**src/hw/rtl/har_pkg.sv**
```systemverilog
// ----------------------------------------------------------------------------
// har_pkg: shared types and constants for the HID axis resolution block
// Unit codes, scale factors and widths used by the top level and the divider.
// ----------------------------------------------------------------------------
package har_pkg;

   // extents and resolution are positive s32 values, so 31 bits hold them
   localparam int EXT_W = 31;
   localparam int EXP_W = 6;
   localparam int MUL_W = 10;

   typedef logic [EXT_W-1:0]        ext_type;
   typedef logic signed [EXP_W-1:0] exp_type;
   typedef logic [MUL_W-1:0]        mul_type;

   // axis classes
   localparam logic [1:0] KIND_LENGTH = 2'd0;
   localparam logic [1:0] KIND_ANGLE  = 2'd1;

   // unit word decoding
   localparam logic [31:0] LEN_UNIT_MASK = 32'hffffff00;
   localparam logic [3:0]  SYS_CM        = 4'h1;
   localparam logic [3:0]  SYS_INCH      = 4'h3;
   localparam logic [31:0] UNIT_DEG      = 32'h14;
   localparam logic [31:0] UNIT_RAD      = 32'h12;

   // scale factors fed to the shared multiplier
   localparam mul_type MUL_INCH = 10'd254;
   localparam mul_type MUL_DEG  = 10'd573;
   localparam mul_type MUL_TEN  = 10'd10;

   // pending unit conversion ahead of the power-of-ten steps
   localparam logic [1:0] PRE_NONE = 2'd0;
   localparam logic [1:0] PRE_INCH = 2'd1;
   localparam logic [1:0] PRE_DEG  = 2'd2;

endpackage

```
**src/hw/rtl/har_if.sv**
```systemverilog
// ----------------------------------------------------------------------------
// har_req_if / har_rsp_if: valid/ready channels of the HID axis resolution block
// One word per handshake; a word moves when valid and ready are both high.
// ----------------------------------------------------------------------------
interface har_req_if;
   logic               valid;
   logic               ready;
   logic [1:0]         axis_kind;
   logic signed [31:0] logical_min;
   logic signed [31:0] logical_max;
   logic signed [31:0] physical_min;
   logic signed [31:0] physical_max;
   logic [31:0]        unit_word;
   logic signed [3:0]  exponent;

   modport source (output valid, axis_kind, logical_min, logical_max, physical_min,
                   physical_max, unit_word, exponent, input ready);
   modport sink   (input valid, axis_kind, logical_min, logical_max, physical_min,
                   physical_max, unit_word, exponent, output ready);
endinterface

interface har_rsp_if;
   logic        valid;
   logic        ready;
   logic [30:0] resolution;

   modport source (output valid, resolution, input ready);
   modport sink   (input valid, resolution, output ready);
endinterface

```
**src/hw/rtl/har_divider.sv**
```systemverilog
// ----------------------------------------------------------------------------
// har_divider: restoring radix-2 divider, one quotient bit per cycle
// 32-bit dividend over a 31-bit divisor, 32 steps; done pulses after the last one.
// ----------------------------------------------------------------------------
module har_divider (
   input  logic             clock,
   input  logic             reset,
   input  logic             start,
   input  logic [31:0]      numerator,
   input  har_pkg::ext_type divisor,
   output logic             done,
   output har_pkg::ext_type quotient
);

   har_pkg::ext_type rem_ff, rem_in;
   har_pkg::ext_type div_ff, div_in;
   logic [31:0]      quo_ff, quo_in;
   logic [4:0]       cnt_ff, cnt_in;
   logic             busy_ff, busy_in;
   logic             done_ff, done_in;

   logic [31:0] trial;
   logic [31:0] diff;
   logic        ge;

   always_comb begin
      trial = {rem_ff, quo_ff[31]};
      diff  = trial - {1'b0, div_ff};
      ge    = (trial >= {1'b0, div_ff});

      rem_in  = rem_ff;
      div_in  = div_ff;
      quo_in  = quo_ff;
      cnt_in  = cnt_ff;
      busy_in = busy_ff;
      done_in = 1'b0;

      if (start) begin
         rem_in  = '0;
         div_in  = divisor;
         quo_in  = numerator;
         cnt_in  = '0;
         busy_in = 1'b1;
      end else if (busy_ff) begin
         rem_in = ge ? diff[30:0] : trial[30:0];
         quo_in = {quo_ff[30:0], ge};
         cnt_in = cnt_ff + 5'd1;
         if (cnt_ff == 5'd31) begin
            busy_in = 1'b0;
            done_in = 1'b1;
         end
      end
   end

   always_ff @(posedge clock) begin
      rem_ff <= rem_in;
      div_ff <= div_in;
      quo_ff <= quo_in;
      cnt_ff <= cnt_in;
      if (reset) begin
         busy_ff <= 1'b0;
         done_ff <= 1'b0;
      end else begin
         busy_ff <= busy_in;
         done_ff <= done_in;
      end
   end

   // quotient never exceeds the s32 maximum, so its top bit is always clear
   assign done     = done_ff;
   assign quotient = quo_ff[30:0];

endmodule

```
**src/hw/rtl/hid_axis_resolution.sv**
```systemverilog
// ----------------------------------------------------------------------------
// hid_axis_resolution: resolution of one absolute HID axis
// Turns a report field's extents, unit and exponent into units per mm or rad.
// ----------------------------------------------------------------------------
// One request word describes a HID report field; one response word returns its
// resolution, (logical extent) / (physical extent * 10^exponent) rounded half
// up, after converting cm and inches to mm or degrees to radians. Invalid
// extents, other axis classes, unsupported units and any product above the
// s32 range give 0. The block works on one word at a time and is not ready
// while busy: a word is decoded as it is taken, then goes through one
// multiply per step on a single shared 31x10 constant multiplier (unit
// conversion plus one step per power of ten, at most 19), a hand-off step
// that starts the bit-serial divider, the divider itself and the load of the
// output register; a word rejected at decode goes straight to that load. A
// finished word waits in the output register while the next request is taken.
module hid_axis_resolution (
   input  logic      clock,
   input  logic      reset,
   har_req_if.sink   req_if,
   har_rsp_if.source rsp_if
);

   localparam logic [1:0] ST_IDLE   = 2'd0;
   localparam logic [1:0] ST_SCALE  = 2'd1;
   localparam logic [1:0] ST_DIV    = 2'd2;
   localparam logic [1:0] ST_FINISH = 2'd3;

   logic [1:0]       state_ff, state_in;
   har_pkg::ext_type lext_ff, lext_in;
   har_pkg::ext_type pext_ff, pext_in;
   har_pkg::exp_type ex_ff, ex_in;
   logic [1:0]       pre_ff, pre_in;
   logic             zero_ff, zero_in;
   logic             rsp_valid_ff, rsp_valid_in;
   logic [30:0]      rsp_res_ff, rsp_res_in;

   logic div_start;
   logic div_done;
   har_pkg::ext_type div_quo;
   logic [31:0]      div_num;

   // request decode
   logic signed [32:0] lext_full;
   logic signed [32:0] pext_full;
   logic               ext_ok;
   har_pkg::exp_type   exp_s;
   har_pkg::exp_type   nib_s;
   logic               dec_bad;
   logic [1:0]         dec_pre;
   har_pkg::exp_type   dec_ex;

   // shared multiplier
   har_pkg::ext_type mul_a;
   har_pkg::mul_type mul_k;
   logic [40:0]      mul_p;
   logic             mul_ovf;

   logic accept;

   assign accept = req_if.valid && req_if.ready;

   always_comb begin
      lext_full = {req_if.logical_max[31], req_if.logical_max}
                - {req_if.logical_min[31], req_if.logical_min};
      pext_full = {req_if.physical_max[31], req_if.physical_max}
                - {req_if.physical_min[31], req_if.physical_min};
      // 0 < extent <= 2^31-1
      ext_ok = (lext_full[32:31] == 2'b00) && (|lext_full[30:0])
            && (pext_full[32:31] == 2'b00) && (|pext_full[30:0]);

      exp_s = {{2{req_if.exponent[3]}}, req_if.exponent};
      nib_s = {{2{req_if.unit_word[7]}}, req_if.unit_word[7:4]};

      dec_bad = !ext_ok;
      dec_pre = har_pkg::PRE_NONE;
      dec_ex  = exp_s;

      case (req_if.axis_kind)
         har_pkg::KIND_LENGTH: begin
            if (|(req_if.unit_word & har_pkg::LEN_UNIT_MASK)) begin
               dec_bad = 1'b1;
            end
            case (req_if.unit_word[3:0])
               har_pkg::SYS_CM: begin
                  dec_ex = exp_s + nib_s;
               end
               har_pkg::SYS_INCH: begin
                  dec_ex  = exp_s + nib_s - 6'sd2;
                  dec_pre = har_pkg::PRE_INCH;
               end
               default: begin
                  dec_bad = 1'b1;
               end
            endcase
         end
         har_pkg::KIND_ANGLE: begin
            if (req_if.unit_word == har_pkg::UNIT_DEG) begin
               dec_ex  = exp_s + 6'sd1;
               dec_pre = har_pkg::PRE_DEG;
            end else if (req_if.unit_word != har_pkg::UNIT_RAD) begin
               dec_bad = 1'b1;
            end
         end
         default: begin
            dec_bad = 1'b1;
         end
      endcase
   end

   // pick operand and factor for this scale step
   always_comb begin
      if (pre_ff == har_pkg::PRE_INCH) begin
         mul_a = pext_ff;
         mul_k = har_pkg::MUL_INCH;
      end else if (pre_ff == har_pkg::PRE_DEG) begin
         mul_a = lext_ff;
         mul_k = har_pkg::MUL_DEG;
      end else if (ex_ff < 0) begin
         mul_a = lext_ff;
         mul_k = har_pkg::MUL_TEN;
      end else begin
         mul_a = pext_ff;
         mul_k = har_pkg::MUL_TEN;
      end
      mul_p   = {10'd0, mul_a} * {31'd0, mul_k};
      mul_ovf = |mul_p[40:31];
   end

   // rounding: (L + P/2) / P, sum fits in 32 bits
   assign div_num = {1'b0, lext_ff} + {2'b00, pext_ff[30:1]};

   always_comb begin
      state_in     = state_ff;
      lext_in      = lext_ff;
      pext_in      = pext_ff;
      ex_in        = ex_ff;
      pre_in       = pre_ff;
      zero_in      = zero_ff;
      rsp_valid_in = rsp_valid_ff;
      rsp_res_in   = rsp_res_ff;
      div_start    = 1'b0;

      if (rsp_valid_ff && rsp_if.ready) begin
         rsp_valid_in = 1'b0;
      end

      case (state_ff)
         ST_IDLE: begin
            if (accept) begin
               lext_in  = lext_full[30:0];
               pext_in  = pext_full[30:0];
               ex_in    = dec_ex;
               pre_in   = dec_pre;
               zero_in  = dec_bad;
               state_in = dec_bad ? ST_FINISH : ST_SCALE;
            end
         end
         ST_SCALE: begin
            if (pre_ff == har_pkg::PRE_NONE && ex_ff == 0) begin
               div_start = 1'b1;
               state_in  = ST_DIV;
            end else if (mul_ovf) begin
               zero_in  = 1'b1;
               state_in = ST_FINISH;
            end else begin
               // inch scales physical, degree scales logical
               if (pre_ff == har_pkg::PRE_INCH) begin
                  pext_in = mul_p[30:0];
               end else if (pre_ff == har_pkg::PRE_DEG) begin
                  lext_in = mul_p[30:0];
               end else if (ex_ff < 0) begin
                  lext_in = mul_p[30:0];
                  ex_in   = ex_ff + 6'sd1;
               end else begin
                  pext_in = mul_p[30:0];
                  ex_in   = ex_ff - 6'sd1;
               end
               pre_in = har_pkg::PRE_NONE;
            end
         end
         ST_DIV: begin
            if (div_done) begin
               state_in = ST_FINISH;
            end
         end
         ST_FINISH: begin
            // wait for the output register to free up
            if (!rsp_valid_ff || rsp_if.ready) begin
               rsp_valid_in = 1'b1;
               rsp_res_in   = zero_ff ? 31'd0 : div_quo;
               state_in     = ST_IDLE;
            end
         end
         default: begin
            state_in = ST_IDLE;
         end
      endcase
   end

   always_ff @(posedge clock) begin
      lext_ff    <= lext_in;
      pext_ff    <= pext_in;
      ex_ff      <= ex_in;
      pre_ff     <= pre_in;
      zero_ff    <= zero_in;
      rsp_res_ff <= rsp_res_in;
      if (reset) begin
         state_ff     <= ST_IDLE;
         rsp_valid_ff <= 1'b0;
      end else begin
         state_ff     <= state_in;
         rsp_valid_ff <= rsp_valid_in;
      end
   end

   har_divider u_divider (
      .clock     (clock),
      .reset     (reset),
      .start     (div_start),
      .numerator (div_num),
      .divisor   (pext_ff),
      .done      (div_done),
      .quotient  (div_quo)
   );

   assign req_if.ready      = (state_ff == ST_IDLE);
   assign rsp_if.valid      = rsp_valid_ff;
   assign rsp_if.resolution = rsp_res_ff;

endmodule

```
**src/flat_wrapper.sv**
```systemverilog
// flat-port wrapper written by rule: the top's interface ports become plain ports
module hid_axis_resolution_flat 
  (clock, reset, req_if_valid, req_if_axis_kind, req_if_logical_min, req_if_logical_max, req_if_physical_min, req_if_physical_max, req_if_unit_word, req_if_exponent, req_if_ready, rsp_if_valid, rsp_if_resolution, rsp_if_ready);
  har_req_if req_if_i ();
  har_rsp_if rsp_if_i ();
  input  logic clock;
  input  logic reset;
  input wire logic [$bits(req_if_i.valid)-1:0] req_if_valid;
  input wire logic [$bits(req_if_i.axis_kind)-1:0] req_if_axis_kind;
  input wire logic [$bits(req_if_i.logical_min)-1:0] req_if_logical_min;
  input wire logic [$bits(req_if_i.logical_max)-1:0] req_if_logical_max;
  input wire logic [$bits(req_if_i.physical_min)-1:0] req_if_physical_min;
  input wire logic [$bits(req_if_i.physical_max)-1:0] req_if_physical_max;
  input wire logic [$bits(req_if_i.unit_word)-1:0] req_if_unit_word;
  input wire logic [$bits(req_if_i.exponent)-1:0] req_if_exponent;
  output wire logic [$bits(req_if_i.ready)-1:0] req_if_ready;
  output wire logic [$bits(rsp_if_i.valid)-1:0] rsp_if_valid;
  output wire logic [$bits(rsp_if_i.resolution)-1:0] rsp_if_resolution;
  input wire logic [$bits(rsp_if_i.ready)-1:0] rsp_if_ready;
  assign req_if_i.valid = req_if_valid;
  assign req_if_i.axis_kind = req_if_axis_kind;
  assign req_if_i.logical_min = req_if_logical_min;
  assign req_if_i.logical_max = req_if_logical_max;
  assign req_if_i.physical_min = req_if_physical_min;
  assign req_if_i.physical_max = req_if_physical_max;
  assign req_if_i.unit_word = req_if_unit_word;
  assign req_if_i.exponent = req_if_exponent;
  assign req_if_ready = req_if_i.ready;
  assign rsp_if_valid = rsp_if_i.valid;
  assign rsp_if_resolution = rsp_if_i.resolution;
  assign rsp_if_i.ready = rsp_if_ready;
  hid_axis_resolution u_core (.clock(clock), .reset(reset), .req_if(req_if_i), .rsp_if(rsp_if_i));
endmodule
```
**config.mk**
```make
export PLATFORM = sky130hd
export DESIGN_NAME = hid_axis_resolution_flat
export DESIGN_NICKNAME = d
export VERILOG_FILES = /design/src/hw/rtl/har_pkg.sv /design/src/hw/rtl/har_if.sv /design/src/hw/rtl/har_divider.sv /design/src/hw/rtl/hid_axis_resolution.sv /design/src/flat_wrapper.sv
export SDC_FILE = /design/constraint.sdc
export NUM_CORES = 1
export LEC_CHECK = 0
export ABC_AREA = 1
export BUFFER_PORTS_ARGS = -buffer_cell sky130_fd_sc_hd__clkbuf_2
export CORE_MARGIN = 3
export CORE_UTILIZATION = 35
export CTS_CLUSTER_DIAMETER = 30
export DETAILED_ROUTE_END_ITERATION = 10
export PLACE_DENSITY_LB_ADDON = 0.2
export SKIP_LAST_GASP = 1
export SLEW_MARGIN = 5
export SYNTH_ARGS = -nofsm -noshare
export SYNTH_HDL_FRONTEND = slang
export SYNTH_SLANG_ARGS = --single-unit
```
**constraint.sdc**
```tcl
create_clock -name clock -period 11.4 [get_ports clock]
set_input_delay 0 -clock clock [delete_from_list [all_inputs] [get_ports clock]]
set_output_delay 0 -clock clock [all_outputs]
set_load 0.05 [all_outputs]
```
==> reports/summary.txt <==
Ports: 203
Status: completed
Final wirelength: 87,500 um
Area Overhead vs Synth: 14.8%
Crit Path Category: flip-flop to flip-flop
Detailed Route Iter0 Violations: 1,647
Maximum clock insertion buffer count: 3
Post-Synth Adder-Cell Area: 25.3%
Die Ht: 283 um
WP buf/inv: 7
Number of distinct library cells after synthesis: 55
Number of synthesized flops with an enable pin: 165
Setup TNS: 0 ps
Die extent in x: 283 um
CTS tree: yes
Post-route DRC: 0
Min-Delay Endpoint: u_core.pext_ff[1]
Most frequent cells in the layout: nand2_1 (901), inv_1 (753), nor2_1 (401), ha_1 (275), o21ai_0 (266)
Clk Latency, worst-skew pair: 570 ps
Pin count of the biggest net entering global routing: 80
Worst Min Path Start: req_if_physical_max[1]
Crit path capture type: flip-flop
Initial antenna violation count: 0
CP max-delay cell: nand2_2
Critical Path RT: 11,610 ps
Pre-CTS setup slack: 2250 ps
Initial Util: 35.4%
Root buffer cell: clkbuf_16
Simple-Gate Fraction of Synth Area: 25.4%
Placed cell area: 29,100 um^2
Vias: 25,100
Post-synthesis sequential area ratio: 21.5%
Total GRT Usage: 21.6%
Hold WC Path Type: input pin to flip-flop
RSZ-0062 raised after global routing: no
Core area: 76,100 um^2
R2r setup slk: 2100 ps
CP peak stage delay: 790 ps
Xor/xnor share of the synthesized area: 3.03%
Maximum achievable frequency: 108 MHz
Clk sinks: 206
Crit path DAT: 9510 ps
Syn Std Cell Area: 26,900 um^2
Compound-gate portion of the synthesized area: 12.7%
Mux cell area share after synthesis: 0.521%
Hold path depth: 4
Least-Margin Pin Slew: 1120 ps
Max Cap Viol: 0
Share of cells above drive strength 1: 9.39%
Antenna viol nets, final: 0
Async SR Flop Fraction: 0%
Worst setup SP type: flip-flop
Synthesized area per cell: 7.03 um^2
Clock Skew: 12.0 ps
Post-cts sizing count: 0
Ys Warns: 0
Worst path top cell family by delay: simple AND/OR/NAND/NOR gates
Fin. Hold Viols: 0
Vias in the first global route: 24,900
I/O Buffers: 202
Final design utilization: 40.6%
TritonCTS Buffers: 46
Final min period: 9300 ps
Std cell rows: 101
Largest family of logic cells by synthesized area: simple AND/OR/NAND/NOR gates
CP Launch Point: u_core.pre_ff[0]
Design area: 30,900 um^2
First-pass DRT Iterations: 5
Final WS setup: 2100 ps
Reg-to-Reg Start: u_core.pre_ff[0]
Drt via density: 4.91
Final period utilization: 81.6%
Most used cell along the critical path: nand2_1
First-pass GRT wire length: 138,000 um
Endpoints failing setup: 0
FF-to-FF path depth: 35
CP max FO: 46
Gr ovfl total: 0
Post-DP HPWL: 75,200 um
Die footprint: 80,200 um^2
GP Congestion: 0.948
Cells after synthesis: 3,826
Synth Flop Type: edfxtp_1
Final net count: 4,665
Final Slew Violations: 0
Wirelength per Cell: 17.1 um
Worst slew margin: 25.6%
Commonest non-fill, non-tap cell in the layout: nand2_1
Register bit count reported by yosys: 206
R2R Path End: u_core.pext_ff[26]
H-tree levels: 2
Worst-path clk slew: 50 ps
Syn_nets: 4,440
Yosys cell counts, types with 38 or more instances:
| cell type | count | area share, % |
|---|---|---|
| nand2_1 | 901 | 13 |
| inv_1 | 753 | 11 |
| nor2_1 | 402 | 5.6 |
| ha_1 | 276 | 13 |
| o21ai_0 | 266 | 5.0 |
| a21oi_1 | 228 | 4.2 |
| fa_1 | 168 | 13 |
| edfxtp_1 | 165 | 18 |
| nand3_1 | 142 | 2.6 |
| xor2_1 | 51 | 1.7 |
| xnor2_1 | 42 | 1.4 |
| dfxtp_1 | 41 | 3.1 |
| nand4_1 | 41 | 0.95 |
| clkbuf_1 | 38 | 0.53 |
metal layers:
metal / GRT usage (%) / routed length, um / up-vias
li1: - / - / 12700
met1: 29.5 / 40400 / 11600
met2: 36.1 / 40100 / 699
met3: 2.45 / 4690 / 120
met4: 5.92 / 2280 / 0
met5: 0 / 0 / -
worst max-delay path by stage:
stage	end	slack [ps]	depth (start not counted)
after global routing	u_core.pext_ff[20]	1420	35
after CTS	u_core.pext_ff[20]	2200	35
after detailed placement	u_core.pext_ff[28]	2250	35
after global placement	u_core.ex_ff[4]	2320	33
final	u_core.pext_ff[26]	2100	35
after floorplan	u_core.pext_ff[0]	3430	35
cell families after synthesis:
kind of cell	Yosys count
simple gates	1629
buf+inv	819
compound gates	621
fa+ha+maj	444
flops	206
xor+xnor	93
mux	14
registers in the layout, summed over array words and instances, names as in the netlist:
signal	flops
u_core.u_divider.quo_ff	32
u_core.lext_ff	31
u_core.pext_ff	31
u_core.rsp_if.resolution	31
u_core.u_divider.div_ff	31
u_core.u_divider.rem_ff	31
u_core.ex_ff	6
u_core.u_divider.cnt_ff	5
u_core.pre_ff	2
u_core.state_ff	2
u_core.rsp_if.valid	1
u_core.u_divider.busy_ff	1
u_core.u_divider.done	1
u_core.zero_ff	1
repair_timing:
item,CTS,global route
endpoints found under the hold margin,14,0
setup buffers,0,0
hold buffers,17,0
layout make-up:
class | count | area (um^2)
fill | 8181 | 45200
antenna | 1 | 2.50
tap | 1030 | 1290
sequential | 206 | 5780
clock buffer | 54 | 1210
inverter | 765 | 2870
clock inverter | 31 | 407
timing repair buffer | 231 | 1270
multi-input combinational | 2801 | 18000
stage by stage:
step / cells / hold slack [ps]
final: 5119 / 30.9
after global routing: 5118 / 57.8
after CTS: 5118 / 1.05
after detailed placement: 5016 / 321
after global placement: 5016 / 315
after floorplan: 3826 / 69.1
worst reg2reg max path: cells and delay by family, from the launching register on:
kind / cells / cell delay (ps)
buffers and inverters: 7 / 1460
AND/OR/NAND/NOR: 16 / 2870
XOR/XNOR: 1 / 200
flip-flops: 1 / 370
adder cells (fa/ha/maj): 7 / 2790
AO/OA/AOI/OAI: 4 / 1260
Power is not shown: default switching activity piles up to over one toggle a cycle in this logic, so the estimate is an artifact.
